File: src/sv/rcop_pkg.sv
`default_nettype none

package rcop_pkg;

    localparam int QUEUE_DEPTH_DEF = 2;

    localparam int CFG_IDX_W = 2;

    typedef enum logic [CFG_IDX_W-1:0] {
        CFG_TUNNEL_MODE = 2'd0,
        CFG_CSUM_ENABLE = 2'd1,
        CFG_GSO_ENABLE  = 2'd2
    } cfg_index_t;

    localparam logic [15:0] ETYPE_VLAN   = 16'h8100;
    localparam logic [15:0] ETYPE_QINQ   = 16'h88A8;
    localparam logic [15:0] ETYPE_VLAN_A = 16'h9100;
    localparam logic [15:0] ETYPE_VLAN_B = 16'h9200;
    localparam logic [15:0] ETYPE_IPV4   = 16'h0800;
    localparam logic [15:0] ETYPE_IPV6   = 16'h86DD;

    localparam logic [7:0] VER_MASK = 8'hF0;
    localparam logic [7:0] VER_IPV4 = 8'h40;
    localparam logic [7:0] VER_IPV6 = 8'h60;

    localparam logic [4:0] L2_SIZE_PLAIN = 5'd14;
    localparam logic [4:0] L2_SIZE_ONE   = 5'd18;
    localparam logic [4:0] L2_SIZE_TWO   = 5'd22;

    localparam logic [15:0] POS_ETYPE_HI = 16'd12;
    localparam logic [15:0] POS_ETYPE_LO = 16'd13;
    localparam logic [15:0] POS_TAG1_HI  = 16'd16;
    localparam logic [15:0] POS_TAG1_LO  = 16'd17;
    localparam logic [15:0] POS_TAG2_HI  = 16'd20;
    localparam logic [15:0] POS_TAG2_LO  = 16'd21;

    localparam logic [6:0] REL_V4_PROTO = 7'd9;
    localparam logic [6:0] REL_V6_NEXT  = 7'd6;
    localparam logic [6:0] REL_TCP_DOFF = 7'd12;
    localparam logic [6:0] V6_HDR_LEN   = 7'd40;

    localparam logic [7:0] PROTO_TCP = 8'd6;
    localparam logic [7:0] PROTO_UDP = 8'd17;
    localparam logic [5:0] UDP_HDR_LEN = 6'd8;

    localparam logic [7:0] GSO_TCPV4 = 8'd1;
    localparam logic [7:0] GSO_TCPV6 = 8'd4;

    typedef struct packed {
        logic tunnel_mode;
        logic csum_offload_enable;
        logic gso_enable;
    } cfg_t;

    typedef struct packed {
        logic [15:0] ether_kind;
        logic [4:0]  l2_size;
        logic [3:0]  ip_hdr_words;
        logic [7:0]  proto_seen;
        logic [3:0]  tcp_data_offset;
        logic [7:0]  held_hi;
        logic [15:0] next_pos;
        logic        needs_csum;
        logic [7:0]  gso_kind;
        logic [15:0] gso_segment;
    } pkt_rec_t;

    typedef struct packed {
        logic [15:0] packet_length;
        logic [15:0] gso_size_out;
        logic        gso_active;
        logic [2:0]  offload_flags;
        logic        offsets_valid;
        logic        is_ip6;
        logic        is_ip4;
        logic [5:0]  l4_hdr_size;
        logic [7:0]  l4_proto;
        logic [6:0]  l4_offset;
        logic [4:0]  l3_offset;
    } result_t;

    function automatic logic is_tag_type(input logic [15:0] t);
        return (t == ETYPE_VLAN) || (t == ETYPE_QINQ) ||
               (t == ETYPE_VLAN_A) || (t == ETYPE_VLAN_B);
    endfunction

    function automatic logic l2_is_done(input logic tunnel, input logic [4:0] l2,
                                        input logic [15:0] kind);
        return tunnel ||
               ((l2 == L2_SIZE_PLAIN) && !is_tag_type(kind)) ||
               ((l2 == L2_SIZE_ONE) && (kind != ETYPE_VLAN)) ||
               (l2 == L2_SIZE_TWO);
    endfunction

endpackage

`default_nettype wire

File: src/sv/rcop_front.sv
`default_nettype none

module rcop_front (
    input  wire logic              aclk,
    input  wire logic              aresetn,
    input  wire rcop_pkg::cfg_t    cfg,
    input  wire logic              in_valid,
    output logic                   in_ready,
    input  wire logic [7:0]        data_byte,
    input  wire logic              first_flag,
    input  wire logic              last_flag,
    input  wire logic              needs_csum,
    input  wire logic [7:0]        gso_kind,
    input  wire logic [15:0]       gso_segment,
    output logic                   rec_valid,
    output rcop_pkg::pkt_rec_t     rec,
    input  wire logic              rec_ready
);
    import rcop_pkg::*;

    logic [15:0] pos_reg, pos_next;
    logic [15:0] kind_reg, kind_next;
    logic [4:0]  l2_reg, l2_next;
    logic [3:0]  ihl_reg, ihl_next;
    logic [7:0]  proto_reg, proto_next;
    logic [3:0]  tcp_reg, tcp_next;
    logic [7:0]  held_reg, held_next;
    logic        needs_reg, needs_next;
    logic [7:0]  gkind_reg, gkind_next;
    logic [15:0] gseg_reg, gseg_next;

    logic        accept;
    logic [15:0] pos, pos_inc, rel;
    logic [15:0] p_kind;
    logic [4:0]  p_l2;
    logic [3:0]  p_ihl, p_tcp;
    logic [7:0]  p_proto, p_held, p_nib;
    logic [6:0]  l4rel;
    logic        is_v4, is_v6;

    assign in_ready = rec_ready;
    assign accept   = in_valid && in_ready;

    always_comb begin
        pos     = first_flag ? '0 : pos_reg;
        p_kind  = first_flag ? '0 : kind_reg;
        p_l2    = first_flag ? '0 : l2_reg;
        p_ihl   = first_flag ? '0 : ihl_reg;
        p_proto = first_flag ? '0 : proto_reg;
        p_tcp   = first_flag ? '0 : tcp_reg;
        p_held  = first_flag ? '0 : held_reg;
        p_nib   = data_byte & VER_MASK;

        if (cfg.tunnel_mode) begin
            if (pos == '0) begin
                p_kind = (p_nib == VER_IPV4) ? ETYPE_IPV4 :
                         (p_nib == VER_IPV6) ? ETYPE_IPV6 : '0;
                p_l2   = '0;
            end
        end else if ((pos == POS_ETYPE_HI) || (pos == POS_TAG1_HI) ||
                     (pos == POS_TAG2_HI)) begin
            p_held = data_byte;
        end else if (pos == POS_ETYPE_LO) begin
            p_kind = {p_held, data_byte};
            p_l2   = L2_SIZE_PLAIN;
        end else if ((pos == POS_TAG1_LO) && (p_l2 == L2_SIZE_PLAIN) &&
                     is_tag_type(p_kind)) begin
            p_kind = {p_held, data_byte};
            p_l2   = L2_SIZE_ONE;
        end else if ((pos == POS_TAG2_LO) && (p_l2 == L2_SIZE_ONE) &&
                     (p_kind == ETYPE_VLAN)) begin
            p_kind = {p_held, data_byte};
            p_l2   = L2_SIZE_TWO;
        end

        rel   = pos - {11'b0, p_l2};
        is_v4 = (p_kind == ETYPE_IPV4);
        is_v6 = (p_kind == ETYPE_IPV6);
        l4rel = V6_HDR_LEN;
        if (l2_is_done(cfg.tunnel_mode, p_l2, p_kind) && (pos >= {11'b0, p_l2})) begin
            if (is_v4) begin
                if (rel == '0) begin
                    p_ihl = data_byte[3:0];
                end
                if (rel == {9'b0, REL_V4_PROTO}) begin
                    p_proto = data_byte;
                end
                l4rel = {1'b0, p_ihl, 2'b00};
            end else if (is_v6) begin
                if (rel == {9'b0, REL_V6_NEXT}) begin
                    p_proto = data_byte;
                end
            end
            if ((is_v4 || is_v6) && (rel == {9'b0, l4rel + REL_TCP_DOFF})) begin
                p_tcp = data_byte[7:4];
            end
        end

        pos_inc = (pos != '1) ? pos + 16'd1 : pos;
    end

    always_comb begin
        needs_next = needs_reg;
        gkind_next = gkind_reg;
        gseg_next  = gseg_reg;
        pos_next   = pos_reg;
        kind_next  = kind_reg;
        l2_next    = l2_reg;
        ihl_next   = ihl_reg;
        proto_next = proto_reg;
        tcp_next   = tcp_reg;
        held_next  = held_reg;
        if (accept) begin
            if (first_flag) begin
                needs_next = needs_csum;
                gkind_next = gso_kind;
                gseg_next  = gso_segment;
            end
            if (last_flag) begin
                pos_next   = '0;
                kind_next  = '0;
                l2_next    = '0;
                ihl_next   = '0;
                proto_next = '0;
                tcp_next   = '0;
                held_next  = '0;
            end else begin
                pos_next   = pos_inc;
                kind_next  = p_kind;
                l2_next    = p_l2;
                ihl_next   = p_ihl;
                proto_next = p_proto;
                tcp_next   = p_tcp;
                held_next  = p_held;
            end
        end
    end

    always_comb begin
        rec_valid           = accept && last_flag;
        rec.ether_kind      = p_kind;
        rec.l2_size         = p_l2;
        rec.ip_hdr_words    = p_ihl;
        rec.proto_seen      = p_proto;
        rec.tcp_data_offset = p_tcp;
        rec.held_hi         = p_held;
        rec.next_pos        = pos_inc;
        rec.needs_csum      = first_flag ? needs_csum : needs_reg;
        rec.gso_kind        = first_flag ? gso_kind : gkind_reg;
        rec.gso_segment     = first_flag ? gso_segment : gseg_reg;
    end

    always_ff @(posedge aclk) begin
        if (!aresetn) begin
            pos_reg   <= '0;
            kind_reg  <= '0;
            l2_reg    <= '0;
            ihl_reg   <= '0;
            proto_reg <= '0;
            tcp_reg   <= '0;
            held_reg  <= '0;
            needs_reg <= 1'b0;
            gkind_reg <= '0;
            gseg_reg  <= '0;
        end else begin
            pos_reg   <= pos_next;
            kind_reg  <= kind_next;
            l2_reg    <= l2_next;
            ihl_reg   <= ihl_next;
            proto_reg <= proto_next;
            tcp_reg   <= tcp_next;
            held_reg  <= held_next;
            needs_reg <= needs_next;
            gkind_reg <= gkind_next;
            gseg_reg  <= gseg_next;
        end
    end

endmodule

`default_nettype wire

File: src/sv/rcop_fifo.sv
`default_nettype none

module rcop_fifo #(
    parameter int DEPTH = rcop_pkg::QUEUE_DEPTH_DEF
) (
    input  wire logic               aclk,
    input  wire logic               aresetn,
    input  wire logic               push_valid,
    output logic                    push_ready,
    input  wire rcop_pkg::pkt_rec_t push_data,
    output logic                    pop_valid,
    input  wire logic               pop_ready,
    output rcop_pkg::pkt_rec_t      pop_data
);
    import rcop_pkg::*;

    localparam int PTR_W = (DEPTH > 1) ? $clog2(DEPTH) : 1;
    localparam int CNT_W = $clog2(DEPTH + 1);

    pkt_rec_t             stor_reg [DEPTH];
    logic [PTR_W-1:0]     wr_ptr_reg, wr_ptr_next;
    logic [PTR_W-1:0]     rd_ptr_reg, rd_ptr_next;
    logic [CNT_W-1:0]     cnt_reg, cnt_next;
    logic                 do_push, do_pop;

    assign push_ready = (cnt_reg != CNT_W'(DEPTH));
    assign pop_valid  = (cnt_reg != '0);
    assign pop_data   = stor_reg[rd_ptr_reg];
    assign do_push    = push_valid && push_ready;
    assign do_pop     = pop_valid && pop_ready;

    always_comb begin
        wr_ptr_next = wr_ptr_reg;
        rd_ptr_next = rd_ptr_reg;
        cnt_next    = cnt_reg;
        if (do_push) begin
            wr_ptr_next = (wr_ptr_reg == PTR_W'(DEPTH - 1)) ? '0 : wr_ptr_reg + 1'b1;
        end
        if (do_pop) begin
            rd_ptr_next = (rd_ptr_reg == PTR_W'(DEPTH - 1)) ? '0 : rd_ptr_reg + 1'b1;
        end
        if (do_push && !do_pop) begin
            cnt_next = cnt_reg + 1'b1;
        end else if (do_pop && !do_push) begin
            cnt_next = cnt_reg - 1'b1;
        end
    end

    always_ff @(posedge aclk) begin
        if (do_push) begin
            stor_reg[wr_ptr_reg] <= push_data;
        end
    end

    always_ff @(posedge aclk) begin
        if (!aresetn) begin
            wr_ptr_reg <= '0;
            rd_ptr_reg <= '0;
            cnt_reg    <= '0;
        end else begin
            wr_ptr_reg <= wr_ptr_next;
            rd_ptr_reg <= rd_ptr_next;
            cnt_reg    <= cnt_next;
        end
    end

endmodule

`default_nettype wire

File: src/sv/rcop_back.sv
`default_nettype none

module rcop_back (
    input  wire logic               aclk,
    input  wire logic               aresetn,
    input  wire rcop_pkg::cfg_t     cfg,
    input  wire logic               rec_valid,
    output logic                    rec_ready,
    input  wire rcop_pkg::pkt_rec_t rec,
    output logic                    res_valid,
    input  wire logic               res_ready,
    output rcop_pkg::result_t       res
);
    import rcop_pkg::*;

    logic     valid_reg, valid_next;
    result_t  res_reg, res_next;

    logic [15:0] kind_f, held_word, plen;
    logic [4:0]  l2_f;
    logic        done_f, is_v4, is_v6;
    logic [3:0]  ihl_f, tcp_f;
    logic [7:0]  proto_f, proto;
    logic [6:0]  c_proto, c_tcp, l4rel;
    logic        load;

    assign rec_ready = !valid_reg || res_ready;
    assign load      = rec_valid && rec_ready;
    assign res_valid = valid_reg;
    assign res       = res_reg;

    // Resolve the header bytes that lie past the end of the packet as zeros.
    always_comb begin
        plen      = rec.next_pos;
        held_word = {rec.held_hi, 8'h00};
        kind_f    = rec.ether_kind;
        l2_f      = rec.l2_size;
        if (!cfg.tunnel_mode) begin
            if (plen <= POS_ETYPE_LO) begin
                kind_f = (plen == POS_ETYPE_LO) ? held_word : '0;
                l2_f   = L2_SIZE_PLAIN;
            end
            if ((plen <= POS_TAG1_LO) && (l2_f == L2_SIZE_PLAIN) && is_tag_type(kind_f)) begin
                kind_f = (plen == POS_TAG1_LO) ? held_word : '0;
                l2_f   = L2_SIZE_ONE;
            end
            if ((plen <= POS_TAG2_LO) && (l2_f == L2_SIZE_ONE) && (kind_f == ETYPE_VLAN)) begin
                kind_f = (plen == POS_TAG2_LO) ? held_word : '0;
                l2_f   = L2_SIZE_TWO;
            end
        end
        done_f = l2_is_done(cfg.tunnel_mode, l2_f, kind_f);
        is_v4  = (kind_f == ETYPE_IPV4);
        is_v6  = (kind_f == ETYPE_IPV6);

        ihl_f = (done_f && is_v4 && ({11'b0, l2_f} >= plen)) ? '0 : rec.ip_hdr_words;
        c_proto = {2'b0, l2_f} + (is_v4 ? REL_V4_PROTO : REL_V6_NEXT);
        proto_f = (done_f && (is_v4 || is_v6) && ({9'b0, c_proto} >= plen)) ?
                  '0 : rec.proto_seen;
        l4rel = is_v4 ? {1'b0, ihl_f, 2'b00} : V6_HDR_LEN;
        c_tcp = {2'b0, l2_f} + l4rel + REL_TCP_DOFF;
        tcp_f = (done_f && (is_v4 || is_v6) && ({9'b0, c_tcp} >= plen)) ?
                '0 : rec.tcp_data_offset;
    end

    always_comb begin
        res_next = res_reg;
        proto    = '0;
        if (load) begin
            res_next = '0;
            if (cfg.csum_offload_enable && rec.needs_csum) begin
                res_next.l3_offset = l2_f;
                if (is_v4 || is_v6) begin
                    proto                        = proto_f;
                    res_next.l4_offset           = {2'b0, l2_f} + l4rel;
                    res_next.l4_proto            = proto_f;
                    res_next.offsets_valid       = 1'b1;
                    res_next.is_ip4              = is_v4;
                    res_next.is_ip6              = is_v6;
                    res_next.offload_flags[0]    = is_v4;
                end
                if (proto == PROTO_TCP) begin
                    res_next.offload_flags[1] = 1'b1;
                    res_next.l4_hdr_size      = {tcp_f, 2'b00};
                end else if (proto == PROTO_UDP) begin
                    res_next.offload_flags[2] = 1'b1;
                    res_next.l4_hdr_size      = UDP_HDR_LEN;
                end
            end
            if (cfg.gso_enable) begin
                if (rec.gso_kind == GSO_TCPV4) begin
                    res_next.gso_active   = 1'b1;
                    res_next.gso_size_out = rec.gso_segment;
                    res_next.is_ip4       = 1'b1;
                end else if (rec.gso_kind == GSO_TCPV6) begin
                    res_next.gso_active   = 1'b1;
                    res_next.gso_size_out = rec.gso_segment;
                    res_next.is_ip6       = 1'b1;
                end
            end
            res_next.packet_length = plen;
        end
    end

    always_comb begin
        valid_next = valid_reg;
        if (load) begin
            valid_next = 1'b1;
        end else if (res_ready) begin
            valid_next = 1'b0;
        end
    end

    always_ff @(posedge aclk) begin
        res_reg <= res_next;
    end

    always_ff @(posedge aclk) begin
        if (!aresetn) begin
            valid_reg <= 1'b0;
        end else begin
            valid_reg <= valid_next;
        end
    end

endmodule

`default_nettype wire

File: src/sv/rx_checksum_offload_header_parser.sv
// Receive-side header parser that produces checksum and segmentation offload
// metadata, one result word per packet.
// The s_ channel carries one packet byte per word: s_tuser marks the first byte
// of a packet, s_tlast the last, and the virtio header fields ride in s_tdata
// and are sampled on the first byte. The m_ channel gives one result word per
// packet with m_tlast always high. The cfg_ channel writes the tunnel mode,
// checksum enable and segmentation enable bits; it is always ready.
// Bytes are taken at one per cycle while the queue has room. The parse state
// advances as each byte arrives; header fields missing from short packets read as zeros.
// A packet's record passes through the queue and then the result register to
// m_tvalid; results can follow each other in consecutive cycles while m_tready is high.
// A two-entry queue sits between the byte parser and the result stage, so the
// parser keeps taking bytes while m_tready is low until the queue holds two
// finished packets; s_tready then drops until a result is taken.
// Synchronous reset clears the configuration bits, the parse state, the
// sampled virtio fields and the queue; the block is ready on the first cycle
// after reset.
`default_nettype none

module rx_checksum_offload_header_parser #(
    parameter int QUEUE_DEPTH = rcop_pkg::QUEUE_DEPTH_DEF
) (
    input  wire logic                             aclk,
    input  wire logic                             aresetn,
    input  wire logic                             s_tvalid,
    output logic                                  s_tready,
    // data_byte, needs_csum, gso_kind, gso_segment, zero fill.
    input  wire logic [39:0]                      s_tdata,
    // first_flag.
    input  wire logic                             s_tuser,
    input  wire logic                             s_tlast,
    output logic                                  m_tvalid,
    input  wire logic                             m_tready,
    // l3_offset, l4_offset, l4_proto, l4_hdr_size, is_ip4, is_ip6, offsets_valid,
    // offload_flags, gso_active, gso_size_out, packet_length, zero fill.
    output logic [71:0]                           m_tdata,
    output logic                                  m_tlast,
    input  wire logic                             cfg_valid,
    output logic                                  cfg_ready,
    input  wire logic [rcop_pkg::CFG_IDX_W-1:0]   cfg_index,
    input  wire logic                             cfg_data
);
    import rcop_pkg::*;

    cfg_t      cfg_reg, cfg_next;
    logic      fq_push_valid, fq_push_ready, fq_pop_valid, fq_pop_ready;
    pkt_rec_t  fq_push_data, fq_pop_data;
    result_t   res;

    assign cfg_ready = 1'b1;

    always_comb begin
        cfg_next = cfg_reg;
        if (cfg_valid && cfg_ready) begin
            case (cfg_index)
                CFG_TUNNEL_MODE: cfg_next.tunnel_mode         = cfg_data;
                CFG_CSUM_ENABLE: cfg_next.csum_offload_enable = cfg_data;
                CFG_GSO_ENABLE:  cfg_next.gso_enable          = cfg_data;
                default: cfg_next = cfg_reg;
            endcase
        end
    end

    always_ff @(posedge aclk) begin
        if (!aresetn) begin
            cfg_reg <= '0;
        end else begin
            cfg_reg <= cfg_next;
        end
    end

    rcop_front u_front (
        .aclk        (aclk),
        .aresetn     (aresetn),
        .cfg         (cfg_reg),
        .in_valid    (s_tvalid),
        .in_ready    (s_tready),
        .data_byte   (s_tdata[7:0]),
        .first_flag  (s_tuser),
        .last_flag   (s_tlast),
        .needs_csum  (s_tdata[8]),
        .gso_kind    (s_tdata[16:9]),
        .gso_segment (s_tdata[32:17]),
        .rec_valid   (fq_push_valid),
        .rec         (fq_push_data),
        .rec_ready   (fq_push_ready)
    );

    rcop_fifo #(
        .DEPTH (QUEUE_DEPTH)
    ) u_fifo (
        .aclk       (aclk),
        .aresetn    (aresetn),
        .push_valid (fq_push_valid),
        .push_ready (fq_push_ready),
        .push_data  (fq_push_data),
        .pop_valid  (fq_pop_valid),
        .pop_ready  (fq_pop_ready),
        .pop_data   (fq_pop_data)
    );

    rcop_back u_back (
        .aclk      (aclk),
        .aresetn   (aresetn),
        .cfg       (cfg_reg),
        .rec_valid (fq_pop_valid),
        .rec_ready (fq_pop_ready),
        .rec       (fq_pop_data),
        .res_valid (m_tvalid),
        .res_ready (m_tready),
        .res       (res)
    );

    assign m_tdata = {7'b0, res.packet_length, res.gso_size_out, res.gso_active,
                      res.offload_flags, res.offsets_valid, res.is_ip6, res.is_ip4,
                      res.l4_hdr_size, res.l4_proto, res.l4_offset, res.l3_offset};
    assign m_tlast = 1'b1;

endmodule

`default_nettype wire
File: config.mk
export PLATFORM = sky130hd
export DESIGN_NAME = rx_checksum_offload_header_parser
export DESIGN_NICKNAME = d
export VERILOG_FILES = /design/src/sv/rcop_pkg.sv /design/src/sv/rcop_front.sv /design/src/sv/rcop_fifo.sv /design/src/sv/rcop_back.sv /design/src/sv/rx_checksum_offload_header_parser.sv
export SDC_FILE = /design/constraint.sdc
export NUM_CORES = 1
export LEC_CHECK = 0
export BUFFER_PORTS_ARGS = -buffer_cell sky130_fd_sc_hd__buf_2
export CORE_MARGIN = 4
export CORE_UTILIZATION = 40
export CTS_CLUSTER_DIAMETER = 100
export CTS_CLUSTER_SIZE = 16
export DETAILED_ROUTE_END_ITERATION = 16
export PLACE_DENSITY = 0.58
export SYNTH_ARGS = -nofsm -noshare
export SYNTH_HDL_FRONTEND = slang
export SYNTH_SLANG_ARGS = --single-unit
export TNS_END_PERCENT = 10
File: constraint.sdc
create_clock -name aclk -period 10.43 [get_ports aclk]
set_input_delay 1.043 -clock aclk [delete_from_list [all_inputs] [get_ports aclk]]
set_output_delay 1.043 -clock aclk [all_outputs]
set_load 0.005 [all_outputs]
Word-level counts from Yosys, hierarchy flattened
Memories as Yosys holds them, arrays and structs flattened. A register that Yosys moved wholly into a read port is not among the register bits.
Cells that the tools add are included.
Word-level totals
  logic and storage cells: 262
  memories kept: 1
  memory bits (read-only): 0
  bits in writable memories: 172
  latch bits: 0
  output and inout bits: 76
  input bits: 50
  flip-flop bits (word level): 159
Memory list
  u_fifo.stor_reg: words 2, width 86, rd ports 1, clocked after memory_dff 1, write ports 1, RTL line rcop_fifo.sv:20  | pkt_rec_t stor_reg [DEPTH];
Operators by class
  div/mod/pow operators: 0
  add/sub/neg operators: 10
  muxes and demuxes: 92
  shifts and indexed selects: 0
  multipliers: 0
  reduce and logical (&&, ||, !) cells: 65
  equal/unequal tests: 55
  magnitude comparators: 7
  bitwise logic cells: 1
Operators by type and width (count)
  $mux W16: 23
  $eq A16 B16 Y1 const B: 19
  $mux W8: 16
  $eq A16 B5 Y1 const B: 6
  $mux W5: 14
  $eq A16 B4 Y1 const B: 4
  $mux W4: 13
  $ne A16 B16 Y1 const B: 3
  $mux W17: 2
  $eq A16 B12 Y1 const B: 2
  $ge A7 B16 Y1: 2
  $le A16 B5 Y1 const B: 2
  $logic_not A16 Y1: 2
  $eq A5 B5 Y1 const B: 6
  $mux W28: 1
  $logic_and A1 B1 Y1: 26
  $logic_or A1 B1 Y1: 23
  $eq A5 B4 Y1 const B: 4
  $mux W6: 3
  $add A16 B1 Y16 const B: 1
  $eq A16 B3 Y1 const B: 1
  $eq A16 B7 Y1: 1
  $eq A8 B3 Y1 const B: 2
  $ge A16 B5 Y1: 1
  other kinds (25): 53

Depth between registers and ports, before layout
Gate-level depths: netlist (run 1).
  word-level depth: 39
  gate-level depth with buffers: 42
  depth with buffers taken out: 37

Modules after synthesis
A second synthesis (run 1) with hierarchy kept.
Unflattened totals
  cells, all modules: 1545
  area, all modules: 17483.0 µm²
By module, submodules not included
  rcop_fifo: times used 1, area each 6607.6 µm², cells an instance 292, sequential area each 5265.0 µm²
  rcop_front: times used 1, area each 6287.3 µm², cells an instance 795, sequential area each 1721.7 µm²
  rcop_back: times used 1, area each 4380.5 µm², cells an instance 434, sequential area each 1911.8 µm²
  rx_checksum_offload_header_parser: times used 1, area each 207.7 µm², cells an instance 24, sequential area each 60.1 µm²

Worst setup path before layout (run 1)
OpenSTA, ideal clock, no wires.
  path type: reg-to-reg
  start: register with a tool-made name
  end: register u_back.res_reg (netlist bit u_back.res[23]) (data pin)
  data arrival time: 7.573 ns
  setup time: 0.270 ns
  buffers on the path: 5
  period minus slack after synthesis: 7.843 ns
  data required time: 10.160 ns
  cell stages (with the launch flop): 40
  setup slack: 2.587 ns
  cell sequence: dfxtp_1 -> buf_6 -> buf_4 -> buf_4 -> buf_2 -> mux2i_1 -> nor2_1 -> mux2i_1 -> mux2_2 -> o41ai_1 -> a21oi_1 -> and2_1 -> buf_2 -> nand2_1 -> a21oi_1 -> a211oi_1 -> inv_1 -> ha_1 -> [... 4 more ...] -> o21ai_0 -> nor3_1 -> nor3_1 -> ha_1 -> fa_1 -> nor2_1 -> nor3_1 -> mux2i_1 -> o221ai_1 -> xnor2_1 -> ha_1 -> o21ai_0 -> nand2b_1 -> a21oi_1 -> or3_1 -> or4b_4 -> nand2_1 -> a21oi_1
RTL lines
  end signal: assignment: RTL line rcop_back.sv:115  | res_reg <= res_next;
  end: declaration: RTL line rcop_back.sv:17  | result_t res_reg, res_next;

==> results.toml, run 1 <==
[status]
status = "finished clean"

[cts]
clock_path_buffers = 3
cts_hold_buf = 0
cts-buffers-inserted = 25
cts-htree-levels = 1
cts_setup_buffers = 0
clk_pin_slew_worst_paths_ns = 0.07
clkLatencyLatePin_ns = 0.55
cts_resized = 0
root_buffer = "clkbuf_16"
clock_sinks = 330
cts_tree = "done"

[grt]
grt_pass1_vias = 12200
grt_max_degree = 89
grt_usage = 0.187
grt_pass1_wl_mm = 70.0
grt_overflow_total = 0
antenna_found_initial = 0

[sta]
setup_violations = 0
rsz0062_at_grt = "no"
fin_worst_skew_ns = 0.0252
layout_setup_ws_ns = 0.892
hold_violations = 0
max_freq_ghz = 0.105
relSlewSlack = 0.232
finalSetupTns_ns = 0
timing.final.max_slew_violations = 0
min_period_ns = 9.54
worst_slew_pin_slew_ns = 1.15
post-route-period-util = 0.914

[finish]
diodes = 0
syn_to_final_growth_pct = 10.3
fill_cells = 4008
fin_nets = 1754
drive_gt1_frac = 0.148
largest_reg_flops = 172
final_util = 0.447

[drt]
vias = 12600
drt-vias-per-instance = 5.67
firstDrtPassIters = 6
drc = 0
wl_per_cell_microns = 20.0
drt_iter0_markers = 1016
drtAntennaViolNets = 0
drt_wl_total_mm = 44.4

[min_path]
hold_path.class = "flop to flop"

[power_and_ir_drop]
leakagePower_nw = 6.53
pwr-share-seq = 0.480
switching_share = 0.310
switchingPower_mw = 1.07
p_clk_frac = 0.264
power_frac_comb = 0.256
max-vdd-ir-drop_v = 0.000314
powerDensity_nw_per_um2 = 184
p_total_mw = 3.45
internal_power_mw = 2.38

[floorplanning]
io_pins = 126
rows = 75
die_y_microns = 214
start_util = 0.405
core_sq_um = 42000
dieWidth_microns = 214
die_area_sq_um = 45900

[worst_setup_path]
slowest_delay_ns = 0.66
crit_end = "u_back.res[24]"
critPathArrivalTime_ns = 9.82
required_ns = 10.72
r2r_end = "u_back.res[24]"
critPathKind = "flop to flop"
cpMaxStageDelayCell = "a211oi_1"
ff2ff_path_depth = 36
cp-start-kind = "flop"
crit_path_end_kind = "flop"
rrSetupSlack_ns = 0.89
cp_max_fo = 24

[logic_synthesis]
yosysTopAreaCell = "edfxtp_1"
ys.flop_type = "edfxtp_1"
yosys.area_share.adder = 0.0285
yosys.area_share.simple = 0.186
synth_top_area_share = 0.415
netlist_area_sq_um = 17000
ys_warn_count = 0
syn_inst = 1589
synth_top_family_by_area = "simple AND/OR/NAND/NOR gates"
synth-edff-count = 235
synth.distinct_cells = 98
synthTopCellsByArea = "edfxtp_1 (41%), dfxtp_1 (11%), mux2i_1 (3.7%)"
avgSynthCellArea_sq_um = 10.7
synth_compound_area_frac = 0.143
ys_seq_area_frac = 0.526
synth_xor_area_frac = 0.0165
yosysMostFrequentCell = "edfxtp_1"
ys_seq_elements = 330
synth_commonest_cells = "edfxtp_1 (235), nand2_1 (161), nor2_1 (117)"
synthMuxAreaShare = 0.0683
synthArstFlopShare = 0

[run]
max_cap_violations = 0

[placed_design]
gp_congestion = 0.896
pre_cts_slack_ns = 0.929
numPortBuffers = 107
dp_hpwl_mm = 30.8
==> critical path, delay by kind of cell (launching register included) <==
family / cells / cell delay (ns)
flip-flops: 1 / 0.55
buffers and inverters: 1 / 0.15
XOR/XNOR: 1 / 0.15
AO/OA/AOI/OAI: 14 / 3.47
multiplexers: 3 / 1.14
AND/OR/NAND/NOR: 13 / 2.49
adder cells (fa/ha/maj): 4 / 1.26
==> cells by family after synthesis <==
kind of cell,count (synthesis)
multiplexers,110
flip-flops,330
XOR/XNOR,32
adder cells (fa/ha/maj),37
other,2
buffers and inverters,122
AO/OA/AOI/OAI,347
AND/OR/NAND/NOR,609
==> final cells by class <==
cell class                 count  area (sq um)  share of cell area
inverter                      39           146             0.00780
multi-input combinational   1146          7600               0.405
timing repair buffer         125           671              0.0357
clock buffer                  42           689              0.0367
sequential                   330          8960               0.477
clock inverter                 4          35.0             0.00187
tap                          539           674              0.0359
==> worst min-delay path by stage <==
stage                              start                    to  slack [ns]  cells after the start
detailed placement  u_front.proto_reg[2]  u_front.proto_reg[2]        0.45                      1
floorplan           u_front.proto_reg[2]  u_front.proto_reg[2]        0.43                      1
global route        u_front.gseg_reg[13]  u_front.gseg_reg[13]        0.49                      2
global placement    u_front.gkind_reg[7]  u_front.gkind_reg[7]        0.45                      2
CTS                 u_front.gkind_reg[1]  u_front.gkind_reg[1]        0.47                      2
finish              u_front.gseg_reg[12]  u_front.gseg_reg[12]        0.47                      2
==> power groups by stage <==
stage                     combinational, mW  clock, mW  sequential (mW)
after floorplan                       0.602          0             1.69
after global placement                0.885          0             1.68
after detailed placement              0.890          0             1.69
after CTS                             0.895      0.943             1.66
after global routing                  0.987      0.991             1.67
final                                 0.884      0.912             1.66
==> metal layers <==
metal / vias to the layer above / wire length [microns] / GRT usage
met1: 6145 / 20300 / 0.263
met5: - / 0 / 0
met2: 351 / 21000 / 0.311
met3: 54 / 2150 / 0.0262
li1: 6056 / - / -
met4: 0 / 889 / 0.0383
==> per-stage QoR <==
step | hold slack (ns) | cell area, sq um | std cells
after global placement | 0.450 | 18000 | 2179
after CTS | 0.469 | 18800 | 2225
final | 0.465 | 18800 | 2225
after global routing | 0.487 | 18800 | 2225
after floorplan | 0.432 | 17100 | 1598
after detailed placement | 0.454 | 18000 | 2179
==> placed cells by master, fill, tap and decap left out, types with 19 or more instances in the layout <==
| cell | netlist | routed |
|---|---|---|
| edfxtp_1 | 235 | 235 |
| nand2_1 | 161 | 160 |
| nor2_1 | 117 | 114 |
| buf_2 | 7 | 107 |
| dfxtp_1 | 95 | 94 |
| nor2b_1 | 75 | 75 |
| o21ai_0 | 65 | 65 |
| mux2i_1 | 63 | 63 |
| a21oi_1 | 53 | 53 |
| nand3_1 | 52 | 52 |
| a22oi_1 | 47 | 47 |
| mux2_2 | 46 | 46 |
| inv_1 | 37 | 37 |
| ha_1 | 34 | 34 |
| nor3_1 | 33 | 33 |
| a21boi_0 | 29 | 29 |
| xnor2_1 | 26 | 26 |
| clkbuf_16 | 0 | 25 |
| nand4_1 | 22 | 22 |
| nor4_1 | 19 | 19 |
No activity file was read; power rests on OpenSTA's default activity.
==> run 2, diff against run 1 <==
- CORE_ASPECT_RATIO: not set -> 0.6
- PLACE_DENSITY: 0.58 -> 0.6
- clock period: 10.43 -> 8.5 ns (I/O delays scaled with it)
==> run 2 against run 1 <==
  * Fmax increased by 17%
  * Critical path depth grew 2
  * Register-to-register slack worse by 0.52 ns
  * Setup slack worse by 0.52 ns
  * Critical endpoint is now u_back.res[23]
  * Largest power group unchanged
  * Highest routed layer unchanged
==> results.toml, run 2 (synthesis results as in run 1) <==
[drt]
drtAntennaViolNets = 0
drt_wl_total_mm = 47.9
drc = 0
wl_per_cell_microns = 20.5
firstDrtPassIters = 6
vias = 13200
drt-vias-per-instance = 5.62
drt_iter0_markers = 1467

[worst_setup_path]
cp-start-kind = "flop"
required_ns = 8.78
crit_path_end_kind = "flop"
critPathKind = "flop to flop"
critPathArrivalTime_ns = 8.40
cpMaxStageDelayCell = "or4b_4"
ff2ff_path_depth = 38
critPathMostFrequentCell = "a21oi_1"
cp_max_fo = 7
slowest_delay_ns = 0.60

[finish]
layout_common_cells = "edfxtp_1 (235), nand2_1 (155), nor2_1 (112)"
layout_commonest_cell = "edfxtp_1"
fin_nets = 1838
drive_gt1_frac = 0.201
largest_reg_flops = 172
diodes = 0
syn_to_final_growth_pct = 15.1

[cts]
clk_pin_slew_worst_paths_ns = 0.07
clkLatencyLatePin_ns = 0.55
clock_sinks = 330
cts-htree-levels = 1
cts_tree = "done"
clock_path_buffers = 3
cts-buffers-inserted = 24
cts_hold_buf = 0
root_buffer = "clkbuf_16"

[sta]
setup_violations = 0
hold_violations = 0
worst_slew_pin_slew_ns = 1.24
relSlewSlack = 0.170
finalSetupTns_ns = 0
post-route-period-util = 0.956
timing.final.max_slew_violations = 0
min_period_ns = 8.13
fin_worst_skew_ns = 0.0228
max_freq_ghz = 0.123

[status]
status = "finished clean"

[grt]
grt_pass1_wl_mm = 73.3
busiest_layer = "met1"
grtUsageMet2 = 0.282
antenna_found_initial = 1
grt_usage = 0.202
grt_overflow_total = 0
use_met3 = 0.0452
use_met1 = 0.325
grt_max_degree = 89
grt_pass1_vias = 12400

[floorplanning]
start_util = 0.406
dieWidth_microns = 274
io_pins = 126
rows = 58
core_sq_um = 41900
die_area_sq_um = 46000
die_y_microns = 168

[placed_design]
dp_hpwl_mm = 33.9
numPortBuffers = 107
gp_congestion = 0.939

[run]
max_cap_violations = 0

[power_and_ir_drop]
leakagePower_nw = 6.96
powerDensity_nw_per_um2 = 223
p_total_mw = 4.38
max-vdd-ir-drop_v = 0.000152

[min_path]
hold_path.class = "flop to flop"
hold_depth = 2
## run 2: cell types whose count changed in the layout (fill, tap and decap cells not counted), sizes merged
cell and change:
clkbuf +1, inv -3, buf +85
## run 2: power by group
group	leakage, nW	switching [mW]	internal [mW]
Sequential	3.02	0.0682	1.96
Clock	0.334	0.554	0.553
Combinational	3.60	0.748	0.497
## run 2: path summary, 6_finish.rpt
check                    endpoint  slack, ns                    from
max                u_back.res[23]       0.37  u_fifo.stor_reg[0][33]
min          u_front.gkind_reg[6]       0.46    u_front.gkind_reg[6]
max reg2reg        u_back.res[23]       0.37  u_fifo.stor_reg[0][33]
min reg2reg  u_front.gkind_reg[6]       0.46    u_front.gkind_reg[6]
## run 2: layer usage
layer  up-vias  wire (microns)  share of wire
li1       6216               -              -
met1      6407           24200           0.51
met2       493           19000           0.40
met3        40            4060          0.085
met4         0             564          0.012
met5         -               0              0
## run 2: through the flow
| step | area [sq um] | instances | setup WS [ns] | hold WS [ns] | utilization |
|---|---|---|---|---|---|
| after floorplan | 17100 | 1598 | 0.657 | 0.432 | - |
| after global placement | 18700 | 2284 | 0.237 | 0.446 | 0.445 |
| after detailed placement | 18700 | 2284 | -0.0572 | 0.456 | 0.445 |
| after CTS | 19400 | 2328 | 0.0252 | 0.467 | 0.462 |
| after global routing | 19600 | 2339 | -0.0572 | 0.487 | 0.467 |
| final | 19600 | 2339 | 0.372 | 0.464 | 0.467 |
## run 2: critical path: cells and delay by family (launching register included)
family,cells,cell delay [ns]
AOI/OAI and AO/OA,12,2.06
xor gates and xnor gates,1,0.17
adders and majority gates,4,1.17
buffers and inverters,2,0.37
DFF,1,0.45
muxes,2,0.43
and+or+nand+nor,17,3.19
## run 2: area by class of cell
class / instances / area [sq um]
Sequential cell: 330 / 8960
Fill cell: 3937 / 22300
Inverter: 39 / 146
Timing Repair Buffer: 210 / 1330
Multi-Input combinational cell: 1146 / 7750
Clock buffer: 43 / 693
Tap cell: 570 / 713
Clock inverter: 1 / 6.26
## run 2: repair_timing
action	in CTS	in global routing
pin swaps	0	18
setup buffers	0	11
resized for setup	4	32
endpoints found under the setup margin	4	4
gates cloned	0	0
==> run 3, diff against run 2 <==
- PLACE_DENSITY: 0.6 -> 0.58
- RECOVER_POWER: not set -> 100
- TNS_END_PERCENT: 10 -> not set
- clock period: 8.5 -> 7.9 ns (I/O delays scaled with it)
==> run 3 against run 2 <==
  * Global-route usage increased by 0.61 points
  * Die area unchanged
  * Setup slack lost 0.37 ns
  * Power increased by 12%
  * Sequential share of layout area down 2.1 points
  * Flip-flop and latch count did not move
  * Fmax up 3.0%
  * Clock skew grew 0.0078 ns
  * Highest routed layer unchanged
==> results.toml, run 3 (synthesis results as in run 1) <==
[worst_setup_path]
critPathArrivalTime_ns = 8.19
ff2ff_path_depth = 34
r2r_end = "u_back.res[23]"
critPathKind = "flop to flop"
cp-start-kind = "flop"
rrSetupSlack_ns = 0.005
critPathMostFrequentCell = "a21oi_2"
required_ns = 8.19
cp_max_fo = 6
cpMaxStageDelayCell = "or4b_4"
crit_path_end_kind = "flop"
slowest_delay_ns = 0.64

[finish]
syn_to_final_growth_pct = 20.6
largest_reg_flops = 172
layout_commonest_cell = "edfxtp_1"
drive_gt1_frac = 0.253
multi_input_area_sq_um = 7910
fin_nets = 1936
fill_cells = 3890
layout_common_cells = "edfxtp_1 (235), buf_4 (193), nand2_1 (156)"
regArea_sq_um = 8960

[sta]
worst_slew_pin_slew_ns = 0.937
hold_violations = 0
setup_violations = 0
timing.final.max_slew_violations = 0
layout_setup_ws_ns = 0.00490
max_freq_ghz = 0.127
post-route-period-util = 0.999
fin_worst_skew_ns = 0.0306
min_period_ns = 7.90
rsz0062_at_grt = "yes"
relSlewSlack = 0.375

[drt]
vias = 13400
drt_iter0_markers = 1174
drtAntennaViolNets = 0
drt_wl_total_mm = 48.8
drc = 0
drt-vias-per-instance = 5.51
wl_per_cell_microns = 20.0
firstDrtPassIters = 5

[grt]
grt_pass1_vias = 12900
grt_overflow_total = 0
grt_pass1_wl_mm = 75.7
grt_usage = 0.208
grt_max_degree = 89
antenna_found_initial = 2

[cts]
cts_tree = "done"
clk_pin_slew_worst_paths_ns = 0.07
cts-buffers-inserted = 24
clkLatencyLatePin_ns = 0.57
root_buffer = "clkbuf_16"
cts_hold_buf = 0
cts-htree-levels = 1
clock_sinks = 330
clock_path_buffers = 3

[power_and_ir_drop]
p_total_mw = 4.89
max-vdd-ir-drop_v = 0.000143
leakagePower_nw = 7.54
powerDensity_nw_per_um2 = 238

[run]
max_cap_violations = 0

[floorplanning]
io_pins = 126
core_sq_um = 41900
die_area_sq_um = 46000
die_y_microns = 168
rows = 58
start_util = 0.406
dieWidth_microns = 274

[placed_design]
numPortBuffers = 107
gp_congestion = 0.922
dp_hpwl_mm = 35.3
pre_cts_slack_ns = -0.607

[min_path]
hold_depth = 2
hold_path.class = "flop to flop"
hold-path-endpoint = "u_front.gseg_reg[13]"
hp-start = "u_front.gseg_reg[13]"

[status]
status = "finished clean"
run 3: area by class of cell:
cell class,count,area share
Sequential cell,330,0.437
Multi-Input combinational cell,1146,0.385
Timing Repair Buffer,308,0.101
Tap cell,570,0.0347
Clock buffer,40,0.0337
Inverter,39,0.00713
Clock inverter,1,0.000792
Antenna cell,1,0.000122
run 3: critical path, delay by kind of cell, from the launching register on:
| family | cells | cell delay (ns) |
|---|---|---|
| flip-flops | 1 | 0.39 |
| adder cells (fa/ha/maj) | 5 | 1.31 |
| buffers and inverters | 2 | 0.28 |
| AND/OR/NAND/NOR | 15 | 3.78 |
| AO/OA/AOI/OAI | 12 | 1.87 |
run 3: report_power, final:
group	switching, mW	internal [mW]
combinational	0.857	0.672
sequential	0.0659	2.10
clock	0.592	0.599
run 3: stage by stage:
step / area [sq um] / setup TNS, ns / cells / hold slack (ns) / util
final: 20500 / 0 / 2435 / 0.465 / 0.489
after global placement: 19300 / -1.72 / 2368 / 0.450 / 0.460
after global routing: 20500 / -1.25 / 2435 / 0.493 / 0.489
after floorplan: 17100 / 0 / 1598 / 0.432 / -
after detailed placement: 19300 / -2.35 / 2368 / 0.454 / 0.460
after CTS: 20300 / -0.170 / 2421 / 0.468 / 0.483
run 3: worst max path at each step:
stage | start | end | depth (start not counted)
final | flop | u_back.res[23] | 34
after floorplan | flop | u_back.res[23] | 39
after global routing | u_fifo.stor_reg[1][36] | u_back.res[24] | 39
after CTS | u_fifo.stor_reg[1][33] | u_back.res[23] | 38
after detailed placement | u_fifo.stor_reg[1][36] | u_back.res[23] | 37
after global placement | u_fifo.stor_reg[1][36] | u_back.res[23] | 37
run 3: per-layer routing:
layer  global-route usage  up-vias  part of all wire
met2                0.292      427              0.40
met1                0.327     6526              0.50
li1                     -     6420                 -
met5                    0        -                 0
met4               0.0338        0             0.014
met3               0.0550       49             0.086
run 3: repair_timing:
action,4_1_cts,5_1_grt
setup endpoints to repair,4,8
resized for setup,39,34
pin swaps,35,27
setup buffers,12,13
